File: src/rtl/ewma_ad_pkg.sv
// ewma_ad_pkg: shared widths, register map, microcode control word and program ROM
// for the EWMA anomaly detector. No dependencies; compile first.
package ewma_ad_pkg;

	// fixed widths
	localparam int VAR_W    = 48;
	localparam int REG_W    = 16;
	localparam int COUNT_W  = 17;
	localparam int DIG_BITS = 16;

	localparam logic [VAR_W-1:0] VAR_MAX = '1;

	// register map, index = byte address / 4
	typedef logic [1:0] reg_idx_t;
	localparam reg_idx_t REG_ALPHA  = 2'd0;
	localparam reg_idx_t REG_K      = 2'd1;
	localparam reg_idx_t REG_WARMUP = 2'd2;

	localparam logic [REG_W-1:0] ALPHA_RESET  = 16'd6554;
	localparam logic [REG_W-1:0] K_RESET      = 16'd768;
	localparam logic [REG_W-1:0] WARMUP_RESET = 16'd10;

	// sequencer step address
	typedef logic [3:0] step_t;
	localparam step_t STEP_FIRST = 4'd0;
	localparam step_t STEP_FIN   = 4'd15;

	// datapath action of one step
	typedef enum logic [3:0] {
		ACT_PREP,
		ACT_MAC,
		ACT_K2,
		ACT_SQ,
		ACT_TEST,
		ACT_INCR,
		ACT_MEAN,
		ACT_T,
		ACT_SUM,
		ACT_VAR,
		ACT_FIN
	} act_t;

	// multiplier operand selects
	typedef enum logic [1:0] {SA_K, SA_MAG, SA_VAR} sel_a_t;
	typedef enum logic [2:0] {SB_K, SB_MAG, SB_K2, SB_ALPHA, SB_INCR, SB_OMA} sel_b_t;

	// number of 16-bit digits of operand b
	typedef enum logic [1:0] {ND_ONE, ND_TWO, ND_MAG} nd_t;

	// sequencing condition
	typedef enum logic [1:0] {C_NEXT, C_SEED, C_MUL, C_OUT} cond_t;

	typedef struct packed {
		act_t   act;
		sel_a_t sel_a;
		sel_b_t sel_b;
		nd_t    nd;
		cond_t  cond;
		step_t  target;
	} ctrl_t;

	// microcode program: test, mean update, variance update
	function automatic ctrl_t ctrl_word(input step_t step);
		ctrl_t w;
		unique case (step)
			4'd0:  w = ctrl_t'{ACT_PREP, SA_K,   SB_K,     ND_ONE, C_SEED, STEP_FIN};
			4'd1:  w = ctrl_t'{ACT_MAC,  SA_K,   SB_K,     ND_ONE, C_MUL,  STEP_FIRST};
			4'd2:  w = ctrl_t'{ACT_K2,   SA_K,   SB_K,     ND_ONE, C_NEXT, STEP_FIRST};
			4'd3:  w = ctrl_t'{ACT_MAC,  SA_MAG, SB_MAG,   ND_MAG, C_MUL,  STEP_FIRST};
			4'd4:  w = ctrl_t'{ACT_SQ,   SA_K,   SB_K,     ND_ONE, C_NEXT, STEP_FIRST};
			4'd5:  w = ctrl_t'{ACT_MAC,  SA_VAR, SB_K2,    ND_TWO, C_MUL,  STEP_FIRST};
			4'd6:  w = ctrl_t'{ACT_TEST, SA_K,   SB_K,     ND_ONE, C_NEXT, STEP_FIRST};
			4'd7:  w = ctrl_t'{ACT_MAC,  SA_MAG, SB_ALPHA, ND_ONE, C_MUL,  STEP_FIRST};
			4'd8:  w = ctrl_t'{ACT_INCR, SA_K,   SB_K,     ND_ONE, C_NEXT, STEP_FIRST};
			4'd9:  w = ctrl_t'{ACT_MEAN, SA_K,   SB_K,     ND_ONE, C_NEXT, STEP_FIRST};
			4'd10: w = ctrl_t'{ACT_MAC,  SA_MAG, SB_INCR,  ND_MAG, C_MUL,  STEP_FIRST};
			4'd11: w = ctrl_t'{ACT_T,    SA_K,   SB_K,     ND_ONE, C_NEXT, STEP_FIRST};
			4'd12: w = ctrl_t'{ACT_SUM,  SA_K,   SB_K,     ND_ONE, C_NEXT, STEP_FIRST};
			4'd13: w = ctrl_t'{ACT_MAC,  SA_VAR, SB_OMA,   ND_TWO, C_MUL,  STEP_FIRST};
			4'd14: w = ctrl_t'{ACT_VAR,  SA_K,   SB_K,     ND_ONE, C_NEXT, STEP_FIRST};
			4'd15: w = ctrl_t'{ACT_FIN,  SA_K,   SB_K,     ND_ONE, C_OUT,  STEP_FIRST};
		endcase
		return w;
	endfunction

endpackage

File: src/rtl/ewma_ad_if.sv
// ewma_ad_if: valid/ready stream interfaces for the sample input and the
// anomaly result of the EWMA anomaly detector. No dependencies.
interface ewma_ad_sample_if #(parameter int SAMPLE_WIDTH = 16) ();
	logic                           valid;
	logic                           ready;
	logic signed [SAMPLE_WIDTH-1:0] sample;

	modport source (output valid, output sample, input ready);
	modport sink   (input valid, input sample, output ready);
endinterface

interface ewma_ad_result_if ();
	logic valid;
	logic ready;
	logic anomaly;

	modport source (output valid, output anomaly, input ready);
	modport sink   (input valid, input anomaly, output ready);
endinterface

File: src/rtl/ewma_anomaly_detector_top.sv
// ewma_anomaly_detector_top: microcoded EWMA control-chart anomaly detector.
// Depends on ewma_ad_pkg (control word, program ROM) and ewma_ad_if (streams).

// One signed sample beat in, one anomaly beat out. The block holds a sample
// count, an EWMA mean (signed Q(SAMPLE_WIDTH).16) and a saturating EWMA variance
// (unsigned Q32.16); the first sample seeds the mean. A 16-step program in a ROM
// drives one shared multiplier that takes a 16-bit digit of its second operand
// per cycle; the seeding first sample jumps from the first step straight to the
// last. Six products are formed one after another on that multiplier; a new
// sample is taken once the program has handed its result to the output register,
// even while that result still waits for the sink. Registers: alpha_q16 at 0x0,
// k_q8 at 0x4, warmup_count at 0x8. The user must write them only while the block
// is idle; the block itself does not enforce this.
module ewma_anomaly_detector_top #(
	parameter int SAMPLE_WIDTH = 16
) (
	input  logic        clk,
	input  logic        arst_n,
	input  logic        psel,
	input  logic        penable,
	input  logic        pwrite,
	input  logic [3:0]  paddr,
	input  logic [31:0] pwdata,
	output logic [31:0] prdata,
	output logic        pready,
	ewma_ad_sample_if.sink   in_ch,
	ewma_ad_result_if.source out_ch
);

	localparam int VAR_W = ewma_ad_pkg::VAR_W;
	localparam int DB    = ewma_ad_pkg::DIG_BITS;
	localparam int MW    = SAMPLE_WIDTH + 16;
	localparam int MAGW  = MW;
	localparam int NDM   = (MAGW + DB - 1) / DB;
	localparam int NDMAX = (NDM > 2) ? NDM : 2;
	localparam int DIGW  = $clog2(NDMAX);
	localparam int BW    = DB * NDMAX;
	localparam int AW    = (MAGW > VAR_W) ? MAGW : VAR_W;
	localparam int ACCW  = AW + BW;
	localparam int SQW   = 2 * MAGW;
	localparam int HIW   = ACCW - DB;

	localparam logic signed [MW+1:0] MEAN_MAX = {3'b000, {(MW-1){1'b1}}};
	localparam logic signed [MW+1:0] MEAN_MIN = {3'b111, {(MW-1){1'b0}}};

	// configuration registers
	logic [ewma_ad_pkg::REG_W-1:0] alpha_q;
	logic [ewma_ad_pkg::REG_W-1:0] k_q;
	logic [ewma_ad_pkg::REG_W-1:0] warm_q;

	// sequencer
	logic                busy_q;
	ewma_ad_pkg::step_t  step_q;
	logic [DIGW-1:0]     dig_q;
	logic                res_valid_q;
	logic                res_anom_q;

	// algorithm state
	logic [ewma_ad_pkg::COUNT_W-1:0] count_q;
	logic signed [MW-1:0]            mean_q;
	logic [VAR_W-1:0]                var_q;

	// working registers
	logic signed [SAMPLE_WIDTH-1:0] x_q;
	logic [MAGW-1:0]                mag_q;
	logic                           neg_q;
	logic                           test_q;
	logic                           anom_q;
	logic [ACCW-1:0]                acc_q;
	logic [31:0]                    k2_q;
	logic [SQW-1:0]                 sq_q;
	logic [MAGW-1:0]                incr_q;
	logic [VAR_W-1:0]               t_q;

	// combinational
	ewma_ad_pkg::ctrl_t  word;
	ewma_ad_pkg::ctrl_t  nxt_word;
	ewma_ad_pkg::step_t  step_nxt;
	logic                adv;
	logic                out_free;
	logic                first_w;
	logic                seed_w;
	logic                test_w;
	logic [ewma_ad_pkg::COUNT_W-1:0] cnt_nxt;
	logic signed [MW-1:0]            xq_w;
	logic signed [MW:0]              d_w;
	logic [MAGW-1:0]                 mag_w;
	logic [AW-1:0]                   a_val;
	logic [BW-1:0]                   b_val;
	logic [DB-1:0]                   digit;
	logic [AW+DB-1:0]                prod_w;
	logic [ACCW-1:0]                 acc_nxt;
	logic [ACCW-1:0]                 rnd_w;
	logic [HIW-1:0]                  hi_w;
	logic [VAR_W-1:0]                t_w;
	logic [VAR_W:0]                  s_w;
	logic [VAR_W-1:0]                s_sat;
	logic [16:0]                     oma_w;
	logic signed [MW+1:0]            m_ext;
	logic signed [MW+1:0]            i_ext;
	logic signed [MW+1:0]            m_sum;
	logic signed [MW+1:0]            m_clamp;

	// index of the most significant digit for a digit-count code
	function automatic logic [DIGW-1:0] top_digit(input ewma_ad_pkg::nd_t nd);
		logic [DIGW-1:0] r;
		unique case (nd)
			ewma_ad_pkg::ND_ONE: r = '0;
			ewma_ad_pkg::ND_TWO: r = DIGW'(1);
			ewma_ad_pkg::ND_MAG: r = DIGW'(NDM - 1);
			default:             r = '0;
		endcase
		return r;
	endfunction

	// configuration port
	assign pready = 1'b1;

	always_ff @(posedge clk or negedge arst_n) begin
		if (!arst_n) begin
			alpha_q <= ewma_ad_pkg::ALPHA_RESET;
			k_q     <= ewma_ad_pkg::K_RESET;
			warm_q  <= ewma_ad_pkg::WARMUP_RESET;
		end else if (psel && penable && pwrite && pready) begin
			unique case (paddr[3:2])
				ewma_ad_pkg::REG_ALPHA:  alpha_q <= pwdata[15:0];
				ewma_ad_pkg::REG_K:      k_q     <= pwdata[15:0];
				ewma_ad_pkg::REG_WARMUP: warm_q  <= pwdata[15:0];
				default: ;
			endcase
		end
	end

	always_comb begin
		unique case (paddr[3:2])
			ewma_ad_pkg::REG_ALPHA:  prdata = 32'(alpha_q);
			ewma_ad_pkg::REG_K:      prdata = 32'(k_q);
			ewma_ad_pkg::REG_WARMUP: prdata = 32'(warm_q);
			default:                 prdata = '0;
		endcase
	end

	// stream handshakes
	assign in_ch.ready    = !busy_q;
	assign out_ch.valid   = res_valid_q;
	assign out_ch.anomaly = res_anom_q;
	assign out_free       = !res_valid_q || out_ch.ready;

	// sample prep: count update, deviation and its magnitude
	assign cnt_nxt = ((count_q < 17'd2) || (count_q <= 17'(warm_q))) ?
		count_q + 17'd1 : count_q;
	assign seed_w  = (cnt_nxt == 17'd1);
	assign test_w  = (cnt_nxt > 17'(warm_q)) && (var_q != '0);
	assign xq_w    = {x_q, 16'h0000};
	assign d_w     = {xq_w[MW-1], xq_w} - {mean_q[MW-1], mean_q};
	assign mag_w   = d_w[MW] ? MAGW'(-d_w) : d_w[MAGW-1:0];

	// shared multiplier, msb digit first
	assign oma_w = 17'h10000 - {1'b0, alpha_q};

	always_comb begin
		unique case (word.sel_a)
			ewma_ad_pkg::SA_K:   a_val = AW'(k_q);
			ewma_ad_pkg::SA_MAG: a_val = AW'(mag_q);
			ewma_ad_pkg::SA_VAR: a_val = AW'(var_q);
			default:             a_val = '0;
		endcase
		unique case (word.sel_b)
			ewma_ad_pkg::SB_K:     b_val = BW'(k_q);
			ewma_ad_pkg::SB_MAG:   b_val = BW'(mag_q);
			ewma_ad_pkg::SB_K2:    b_val = BW'(k2_q);
			ewma_ad_pkg::SB_ALPHA: b_val = BW'(alpha_q);
			ewma_ad_pkg::SB_INCR:  b_val = BW'(incr_q);
			ewma_ad_pkg::SB_OMA:   b_val = BW'(oma_w);
			default:               b_val = '0;
		endcase
	end

	assign digit   = b_val[dig_q*DB +: DB];
	assign prod_w  = a_val * digit;
	assign first_w = (dig_q == top_digit(word.nd));
	assign acc_nxt = (first_w ? '0 : (acc_q << DB)) + ACCW'(prod_w);

	// rounding of products
	assign rnd_w = acc_q + ACCW'(32'h8000);
	assign hi_w  = acc_q[ACCW-1:DB] + HIW'(acc_q[DB-1]);
	assign t_w   = (hi_w > HIW'(ewma_ad_pkg::VAR_MAX)) ? ewma_ad_pkg::VAR_MAX :
		hi_w[VAR_W-1:0];
	assign s_w   = {1'b0, var_q} + {1'b0, t_q};
	assign s_sat = s_w[VAR_W] ? ewma_ad_pkg::VAR_MAX : s_w[VAR_W-1:0];

	// mean step with clamp to the sample range
	always_comb begin
		m_ext = {{2{mean_q[MW-1]}}, mean_q};
		i_ext = {2'b00, incr_q};
		m_sum = neg_q ? (m_ext - i_ext) : (m_ext + i_ext);
		priority if (m_sum > MEAN_MAX)
			m_clamp = MEAN_MAX;
		else if (m_sum < MEAN_MIN)
			m_clamp = MEAN_MIN;
		else
			m_clamp = m_sum;
	end

	// microcode fetch and next step
	assign word     = ewma_ad_pkg::ctrl_word(step_q);
	assign nxt_word = ewma_ad_pkg::ctrl_word(step_nxt);

	always_comb begin
		step_nxt = step_q + 4'd1;
		adv      = 1'b1;
		unique case (word.cond)
			ewma_ad_pkg::C_NEXT: adv = 1'b1;
			ewma_ad_pkg::C_SEED: begin
				if (seed_w)
					step_nxt = word.target;
			end
			ewma_ad_pkg::C_MUL:  adv = (dig_q == '0);
			ewma_ad_pkg::C_OUT: begin
				adv      = out_free;
				step_nxt = ewma_ad_pkg::STEP_FIRST;
			end
			default: adv = 1'b1;
		endcase
	end

	// sequencer control and output beat
	always_ff @(posedge clk or negedge arst_n) begin
		if (!arst_n) begin
			busy_q      <= 1'b0;
			step_q      <= ewma_ad_pkg::STEP_FIRST;
			dig_q       <= '0;
			res_valid_q <= 1'b0;
		end else begin
			if (!busy_q) begin
				// idle always sits on the first step
				if (in_ch.valid) begin
					busy_q <= 1'b1;
					step_q <= ewma_ad_pkg::STEP_FIRST;
					dig_q  <= top_digit(word.nd);
				end
			end else if (adv) begin
				step_q <= step_nxt;
				dig_q  <= top_digit(nxt_word.nd);
				if (word.cond == ewma_ad_pkg::C_OUT)
					busy_q <= 1'b0;
			end else if (word.act == ewma_ad_pkg::ACT_MAC) begin
				dig_q <= DIGW'(dig_q - 1'b1);
			end

			if (busy_q && (word.act == ewma_ad_pkg::ACT_FIN) && out_free)
				res_valid_q <= 1'b1;
			else if (out_ch.ready)
				res_valid_q <= 1'b0;
		end
	end

	// count, mean and variance
	always_ff @(posedge clk or negedge arst_n) begin
		if (!arst_n) begin
			count_q <= '0;
			mean_q  <= '0;
			var_q   <= '0;
		end else if (busy_q) begin
			unique case (word.act)
				ewma_ad_pkg::ACT_PREP: begin
					count_q <= cnt_nxt;
					if (seed_w) begin
						mean_q <= xq_w;
						var_q  <= '0;
					end
				end
				ewma_ad_pkg::ACT_MEAN: mean_q <= m_clamp[MW-1:0];
				ewma_ad_pkg::ACT_SUM:  var_q  <= s_sat;
				ewma_ad_pkg::ACT_VAR:  var_q  <= rnd_w[DB +: VAR_W];
				default: ;
			endcase
		end
	end

	// working registers of the datapath
	always_ff @(posedge clk) begin
		if (in_ch.valid && in_ch.ready)
			x_q <= in_ch.sample;
		if (busy_q) begin
			unique case (word.act)
				ewma_ad_pkg::ACT_PREP: begin
					mag_q  <= mag_w;
					neg_q  <= d_w[MW];
					test_q <= test_w;
					anom_q <= 1'b0;
				end
				ewma_ad_pkg::ACT_MAC:  acc_q  <= acc_nxt;
				ewma_ad_pkg::ACT_K2:   k2_q   <= acc_q[31:0];
				ewma_ad_pkg::ACT_SQ:   sq_q   <= acc_q[SQW-1:0];
				ewma_ad_pkg::ACT_TEST: anom_q <= test_q && (ACCW'(sq_q) > acc_q);
				ewma_ad_pkg::ACT_INCR: incr_q <= rnd_w[DB +: MAGW];
				ewma_ad_pkg::ACT_T:    t_q    <= t_w;
				ewma_ad_pkg::ACT_FIN: begin
					if (out_free)
						res_anom_q <= anom_q;
				end
				default: ;
			endcase
		end
	end

endmodule

File: src/flat_wrapper.sv
// flat-port wrapper written by rule: the top's interface ports become plain ports
module ewma_anomaly_detector_top_flat 
#(
	parameter int SAMPLE_WIDTH = 16
)
  (clk, arst_n, psel, penable, pwrite, paddr, pwdata, prdata, pready, in_ch_valid, in_ch_sample, in_ch_ready, out_ch_valid, out_ch_anomaly, out_ch_ready);
  ewma_ad_sample_if #(.SAMPLE_WIDTH(SAMPLE_WIDTH)) in_ch_i ();
  ewma_ad_result_if out_ch_i ();
  input  logic clk;
  input  logic arst_n;
  input  logic psel;
  input  logic penable;
  input  logic pwrite;
  input  logic [3:0] paddr;
  input  logic [31:0] pwdata;
  output logic [31:0] prdata;
  output logic pready;
  input wire logic [$bits(in_ch_i.valid)-1:0] in_ch_valid;
  input wire logic [$bits(in_ch_i.sample)-1:0] in_ch_sample;
  output wire logic [$bits(in_ch_i.ready)-1:0] in_ch_ready;
  output wire logic [$bits(out_ch_i.valid)-1:0] out_ch_valid;
  output wire logic [$bits(out_ch_i.anomaly)-1:0] out_ch_anomaly;
  input wire logic [$bits(out_ch_i.ready)-1:0] out_ch_ready;
  assign in_ch_i.valid = in_ch_valid;
  assign in_ch_i.sample = in_ch_sample;
  assign in_ch_ready = in_ch_i.ready;
  assign out_ch_valid = out_ch_i.valid;
  assign out_ch_anomaly = out_ch_i.anomaly;
  assign out_ch_i.ready = out_ch_ready;
  ewma_anomaly_detector_top #(.SAMPLE_WIDTH(SAMPLE_WIDTH)) u_core (.clk(clk), .arst_n(arst_n), .psel(psel), .penable(penable), .pwrite(pwrite), .paddr(paddr), .pwdata(pwdata), .prdata(prdata), .pready(pready), .in_ch(in_ch_i), .out_ch(out_ch_i));
endmodule
File: config.mk
export PLATFORM = sky130hd
export DESIGN_NAME = ewma_anomaly_detector_top_flat
export DESIGN_NICKNAME = d
export VERILOG_FILES = /design/src/rtl/ewma_ad_pkg.sv /design/src/rtl/ewma_ad_if.sv /design/src/rtl/ewma_anomaly_detector_top.sv /design/src/flat_wrapper.sv
export SDC_FILE = /design/constraint.sdc
export NUM_CORES = 2
export LEC_CHECK = 0
export ABC_AREA = 1
export BUFFER_PORTS_ARGS = -buffer_cell sky130_fd_sc_hd__buf_4
export CAP_MARGIN = 20
export CORE_UTILIZATION = 35
export DETAILED_ROUTE_END_ITERATION = 10
export PLACE_DENSITY = 0.46
export SYNTH_ARGS = -nofsm -noshare
export SYNTH_HDL_FRONTEND = slang
export SYNTH_SLANG_ARGS = --single-unit
File: constraint.sdc
create_clock -name clk -period 12.83 [get_ports clk]
set_input_delay 1.283 -clock clk [delete_from_list [all_inputs] [get_ports clk]]
set_output_delay 1.283 -clock clk [all_outputs]
set_load 0.05 [all_outputs]
# Word-level counts from Yosys, hierarchy flattened
# Memories as Yosys holds them, arrays and structs flattened.
# Index checks and enable logic that the tools add are counted.
[op_classes]
n_addsub = 12
multipliers = 1
order_cmp = 7
n_eq_ne = 31
shift = 1
mux = 33
bitwise = 1
reduce_logical = 38
[op_table]
columns = ["cell", "n"]
rows = [
  ["48-bit one-hot mux with 3 select lines", 2],
  ["32-bit one-hot mux with 6 select lines", 1],
  ["32-bit two-way mux", 4],
  ["48-bit two-way mux", 2],
  ["80-bit by 64-bit adder with 80-bit output", 1],
  ["64-bit by 80-bit greater-than comparator with 1-bit output", 1],
  ["80-bit two-way mux", 1],
  ["64-bit by 1-bit adder with 64-bit output", 1],
  ["64-bit by 16-bit adder with 64-bit output, second input constant", 1],
  ["64-bit by 48-bit greater-than comparator with 1-bit output, second input constant", 1],
  ["48-bit by 16-bit multiplier with 64-bit output", 1],
  ["32-bit one-hot mux with 2 select lines", 1],
  ["48-bit by 48-bit adder with 49-bit output", 1],
  ["16-bit one-hot mux with 3 select lines", 1],
  ["48-bit nonzero test", 1],
  ["32-bit by 33-bit adder with 34-bit output", 1],
  ["34-bit by 32-bit greater-than comparator with 1-bit output, second input constant", 1],
  ["34-bit by 32-bit less-than comparator with 1-bit output, second input constant", 1],
  ["34-bit two-way mux", 1],
  ["32-bit by 33-bit subtractor with 34-bit output", 1],
  ["32-bit by 32-bit subtractor with 33-bit output", 1],
  ["32-bit negation", 1],
  ["32-bit by 6-bit indexed part select with 16-bit output", 1],
  ["2-bit AND reduction", 12],
  ["other kinds (37)", 84],
]
[word_totals]
register_bits = 460
rom_bits = 544
input_bits = 59
output_inout_bits = 36
elab_cells = 147
mem_count = 2
[mem_list]
columns = ["memory", "depth", "word_bits", "read_ports", "rd_clocked_by_memory_dff", "write_ports", "line", "text"]
rows = [
  ["(name not given)", 16, 17, 1, 0, 0, "ewma_ad_pkg.sv:65", "unique case (step)"],
  ["(name not given)", 16, 17, 1, 0, 0, "ewma_ad_pkg.sv:65", ""],
]

# Longest topological paths before layout
# An unclocked memory read counts as a cell.
[depth]
ltp_word = 12
mapped_depth = 49
depth_no_buf = 49

# Worst setup path after synthesis
# Ideal clock, no wire load.
[synth_timing]
kind = "register to register"
startpoint = "reg u_core.step_q[0]"
endpoint = "reg u_core.acc_q[77] (data pin)"
setup_ns = 0.258
t_arrival_ns = 7.650
required_time_ns = 12.572
slack_ns = 4.922
stages_incl_launch_ff = 39
n_path_buf = 3
period_less_slack_ns = 7.908
cell_sequence = "dfrtp_1 > ha_1 > ha_1 > nor2_1 > nand2_1 > o21ai_0 > nor2_1 > nand2_1 > buf_2 > buf_1 > o221ai_1 > nand2_1 > clkbuf_1 > nor2_1 > fa_1 > inv_1 > fa_1 > fa_1 > [3 not listed] > inv_1 > fa_1 > inv_1 > ha_1 > nand2_1 > nor2_1 > inv_1 > o21ai_0 > a21boi_1 > o21ai_0 > a21boi_1 > o21ai_0 > nand3_1 > nand2_1 > nand2_1 > nand2_1 > nand3_1 > xor2_1"
[synth_between]
elab_chain_cells = 7
elab_cells_between_ends = 21
classes_between = "add/sub (1); mul (1); eq/ne (10); shift (1); mux (4); reduce/logical (3); memory (1)"
[synth_lines]
columns = ["item", "line", "text"]
rows = [
  ["from (decl)", "ewma_anomaly_detector_top.sv:53", "ewma_ad_pkg::step_t step_q;"],
  ["from (signal assigned)", "ewma_anomaly_detector_top.sv:231", "step_q <= ewma_ad_pkg::STEP_FIRST;"],
  ["from (signal assigned)", "ewma_anomaly_detector_top.sv:239", "step_q <= ewma_ad_pkg::STEP_FIRST;"],
  ["from (signal assigned)", "ewma_anomaly_detector_top.sv:243", "step_q <= step_nxt;"],
  ["memory 16 x 17 bit (*)", "-", ""],
  ["branches (longest 5 deep; another with 48-bit by 16-bit multiplier with 64-bit output)", "-", ""],
  ["80-bit by 64-bit adder with 80-bit output (*)", "ewma_anomaly_detector_top.sv:182", "assign acc_nxt = (first_w ? '0 : (acc_q << DB)) + ACCW'(prod_w);"],
  ["net u_core.acc_nxt[77]", "ewma_anomaly_detector_top.sv:92", "logic [ACCW-1:0] acc_nxt;"],
  ["to (signal assigned)", "ewma_anomaly_detector_top.sv:293", "ewma_ad_pkg::ACT_MAC: acc_q <= acc_nxt;"],
  ["to (decl)", "ewma_anomaly_detector_top.sv:69", "logic [ACCW-1:0] acc_q;"],
]
# Mark *: on every way through the listed nets, which the timed path passes.
# A chain may end at the register's enable or synchronous reset.

# Worst setup path in the final report
[layout_timing]
startpoint = "reg u_core.step_q[1]"
endpoint = "reg u_core.acc_q[79] (data pin)"
# Same word-level chain as after synthesis.

==> results.py <==
metrics = {
    "setup_path": {
        "path_delay_family": "adder cells",
        "crit_path_max_fanout": 20,
        "worstSetupStartpointType": "register",
        "critical_path_class": "register to register",
        "max_stage_delay_ns": 0.96,
        "crit_buf_inv": 8,
        "critPathMostFrequentCell": "inv_1",
        "crit_slowest_cell": "o21ai_0",
        "critPathRequiredTime_ns": 13.25,
        "crit_arrival_ns": 11.98,
        "endpoint_kind": "register",
    },
    "grt": {
        "grt_pass1_vias": 49907,
        "grt_pass1_wl_um": 331200,
        "grt_use_total_pct": 26.56,
        "grt_max_degree": 80,
        "antenna_found_initial": 4,
        "grt-ovfl-total": 0,
    },
    "synth": {
        "synth_cells": 7324,
        "yosysSeqAreaShare_pct": 22.50,
        "synth_cell_types": 68,
        "ys_warn_count": 0,
        "synth_top_area_share_pct": 23.85,
        "synth.avg_cell_area_um2": 7.931,
        "ys.flop_type": "edfxtp_1",
        "yosys-top-cells-area": "fa_1, edfxtp_1, inv_1",
        "synth_edf_count": 308,
        "ys_ff_latch": 460,
        "async_reset_ff_share_pct": 33.04,
        "netlist_area_um2": 58080,
        "synth_top_cell_by_area": "fa_1",
    },
    "clock_network": {
        "cts_buffers": 60,
        "htreeDepth": 2,
        "clk_path_buf_depth": 3,
        "cts_tree": "built",
        "cts.sinks": 460,
        "cts_root_buf": "clkbuf_16",
        "holdBufCountCts": 0,
        "post_cts_resized": 0,
        "cts_setup_buffers": 0,
        "clk_pin_slew_ns": 0.07,
        "clk_latency_ns": 0.71,
    },
    "floorplanning": {
        "rows": 149,
        "coreArea_um2": 164800,
        "die_w_um": 409.4,
        "dieArea_um2": 167600,
        "io_pins": 95,
        "start_util_pct": 35.24,
        "die_h_um": 409.4,
    },
    "route": {
        "drtIter0Drc": 4396,
        "drc": 0,
        "viasPerCell": 5.179,
        "routed_wl_um": 223200,
        "wl_per_cell_um": 23.32,
        "vias": 49556,
        "firstDrtPassIters": 8,
        "ant_nets": 0,
    },
    "placement": {
        "port_buffers": 59,
        "gp_congestion": 0.9814,
        "placed_cells": 9456,
        "hpwl_um": 183800,
    },
    "final_layout": {
        "area_growth_pct": 8.714,
        "drive_above_1_share_pct": 5.461,
        "layout.cells.non_filler": 9569,
        "final_net_count": 8439,
    },
    "sta": {
        "grt_setup_unrepaired": "false",
        "final.setup.tns_ns": 0,
        "setup_viol": 0,
        "hold_violations": 0,
        "post-route-min-period_ns": 11.56,
        "fin_crit_sh_pct": 90.07,
        "skew_ns": 0.05873,
        "worst-slew-pin-transition_ns": 1.216,
        "drv_slew": 0,
        "clock.fmax_ghz": 0.08654,
        "relSlewSlack_pct": 18.87,
    },
    "job": {
        "maxCapViolCount": 0,
    },
    "status": {
        "outcome": "finished clean",
    },
    "hold_path": {
        "hold_class": "input port to async pin",
    },
}
==> Yosys cell counts, drive strengths merged (2+ instances only) <==
library cell / n
a21o: 14
nand2: 1359
conb: 2
inv: 1606
nor4: 54
a31o: 2
nor3b: 2
fa: 692
o2111ai: 14
o21a: 25
or2: 31
dfstp: 11
clkinv: 20
a22oi: 49
xnor2: 56
a221oi: 29
o22ai: 29
o311ai: 7
and3: 3
nand3b: 10
a21oi: 341
o31ai: 6
buf: 92
nand4: 68
a211oi: 10
xor2: 224
nor3: 97
clkbuf: 129
o211ai: 23
nor2: 813
a21boi: 18
o221ai: 37
o21bai: 17
nand3: 238
ha: 358
a31oi: 50
dfrtp: 141
o21ai: 334
edfxtp: 308
==> through the flow <==
step                      hold WS, ns  utilization, %  cell area, µm²  setup slack, ns
after global placement         0.4660           37.06           61070            1.435
after floorplan                0.4003               -           58140            4.922
final                          0.4754           38.32           63140            1.274
after CTS                      0.4730           38.31           63130            1.449
after global routing           0.5022           38.31           63140           0.6814
after detailed placement       0.4734           37.06           61070            1.530
==> kinds of logic (layout without fill, tap and decap cells) <==
| logic type | after synthesis | in the layout | synth area share, % |
|---|---|---|---|
| other | 2 | 18 | 0.01293 |
| XOR/XNOR | 280 | 280 | 4.222 |
| AND/OR/NAND/NOR | 2676 | 2676 | 19.09 |
| flip-flops | 460 | 460 | 22.50 |
| AO/OA/AOI/OAI | 1009 | 1009 | 10.32 |
| adder cells (fa/ha/maj) | 1050 | 1050 | 31.56 |
| buffers and inverters | 1847 | 1887 | 12.30 |
==> routing by layer <==
| layer | GRT usage (%) | up-vias | wire length (µm) | part of all wire (%) |
|---|---|---|---|---|
| met2 | 44.32 | 1432 | 106000 | 47 |
| met5 | 0 | - | 0 | 0 |
| met3 | 2.369 | 241 | 10950 | 4.9 |
| met1 | 36.70 | 24928 | 99630 | 45 |
| met4 | 7.199 | 0 | 6601 | 3.0 |
| li1 | - | 22955 | - | - |
==> state kept, by name, summed over array words and instances, names as in the netlist, 4 cells and up <==
| register | cells |
|---|---|
| u_core.acc_q | 80 |
| u_core.sq_q | 64 |
| u_core.t_q | 48 |
| u_core.var_q | 48 |
| u_core.incr_q | 32 |
| u_core.k2_q | 32 |
| u_core.mag_q | 32 |
| u_core.mean_q | 32 |
| u_core.count_q | 17 |
| u_core.alpha_q | 16 |
| u_core.k_q | 16 |
| u_core.warm_q | 16 |
| u_core.x_q | 16 |
| u_core.step_q | 4 |
==> layout by cell type (no fill, tap or decap), drive strengths merged, types with 17 or more instances in the layout <==
cell type  netlist  final
a21boi          18     18
a21oi          341    341
a221oi          29     29
a22oi           49     49
a31oi           50     50
buf             92    150
clkbuf         129     79
clkinv          20     35
conb             2     17
dfrtp          141    141
edfxtp         308    308
fa             692    692
ha             358    358
inv           1606   1612
nand2         1359   1359
nand3          238    238
nand4           68     68
nor2           813    813
nor3            97     97
nor4            54     54
o211ai          23     23
o21a            25     25
o21ai          334    334
o21bai          17     17
o221ai          37     37
o22ai           29     29
or2             31     31
xnor2           56     56
xor2           224    224
==> area by class of cell <==
type / count / area [µm²]
sequential: 460 / 13070
timing repair buffer: 150 / 1130
inverter: 1626 / 6103
fill: 17377 / 101700
antenna: 1 / 2.502
tap: 2189 / 2739
clock inverter: 32 / 392.9
multi-input combinational: 5032 / 38040
clock buffer: 79 / 1673
==> path summary, 6_finish.rpt <==
path | start | to | slack, ns | cells past startpoint
worst max-delay path | u_core.step_q[1] | u_core.acc_q[79] | 1.27 | 35
worst min-delay path | arst_n | u_core.mean_q[22] | 0.48 | 1
worst max register to register | u_core.step_q[1] | u_core.acc_q[79] | 1.27 | 35
worst min register to register | u_core.k_q[15] | u_core.k_q[15] | 0.49 | 2
max in group asynchronous | arst_n | u_core.count_q[13] | 11.02 | 2
min in group clk | u_core.k_q[15] | u_core.k_q[15] | 0.49 | 2
==> worst register-to-register path, delay by kind of cell, from the launching register on <==
family / cells / cell delay, ns
simple gates: 14 / 3.38
fa+ha+maj: 8 / 3.83
flops: 1 / 0.42
compound gates: 5 / 2.35
buf+inv: 8 / 1.30
Power is left out: the tool's default activity adds up to more than one toggle a clock period on the data nets, which glitch-free logic cannot reach.
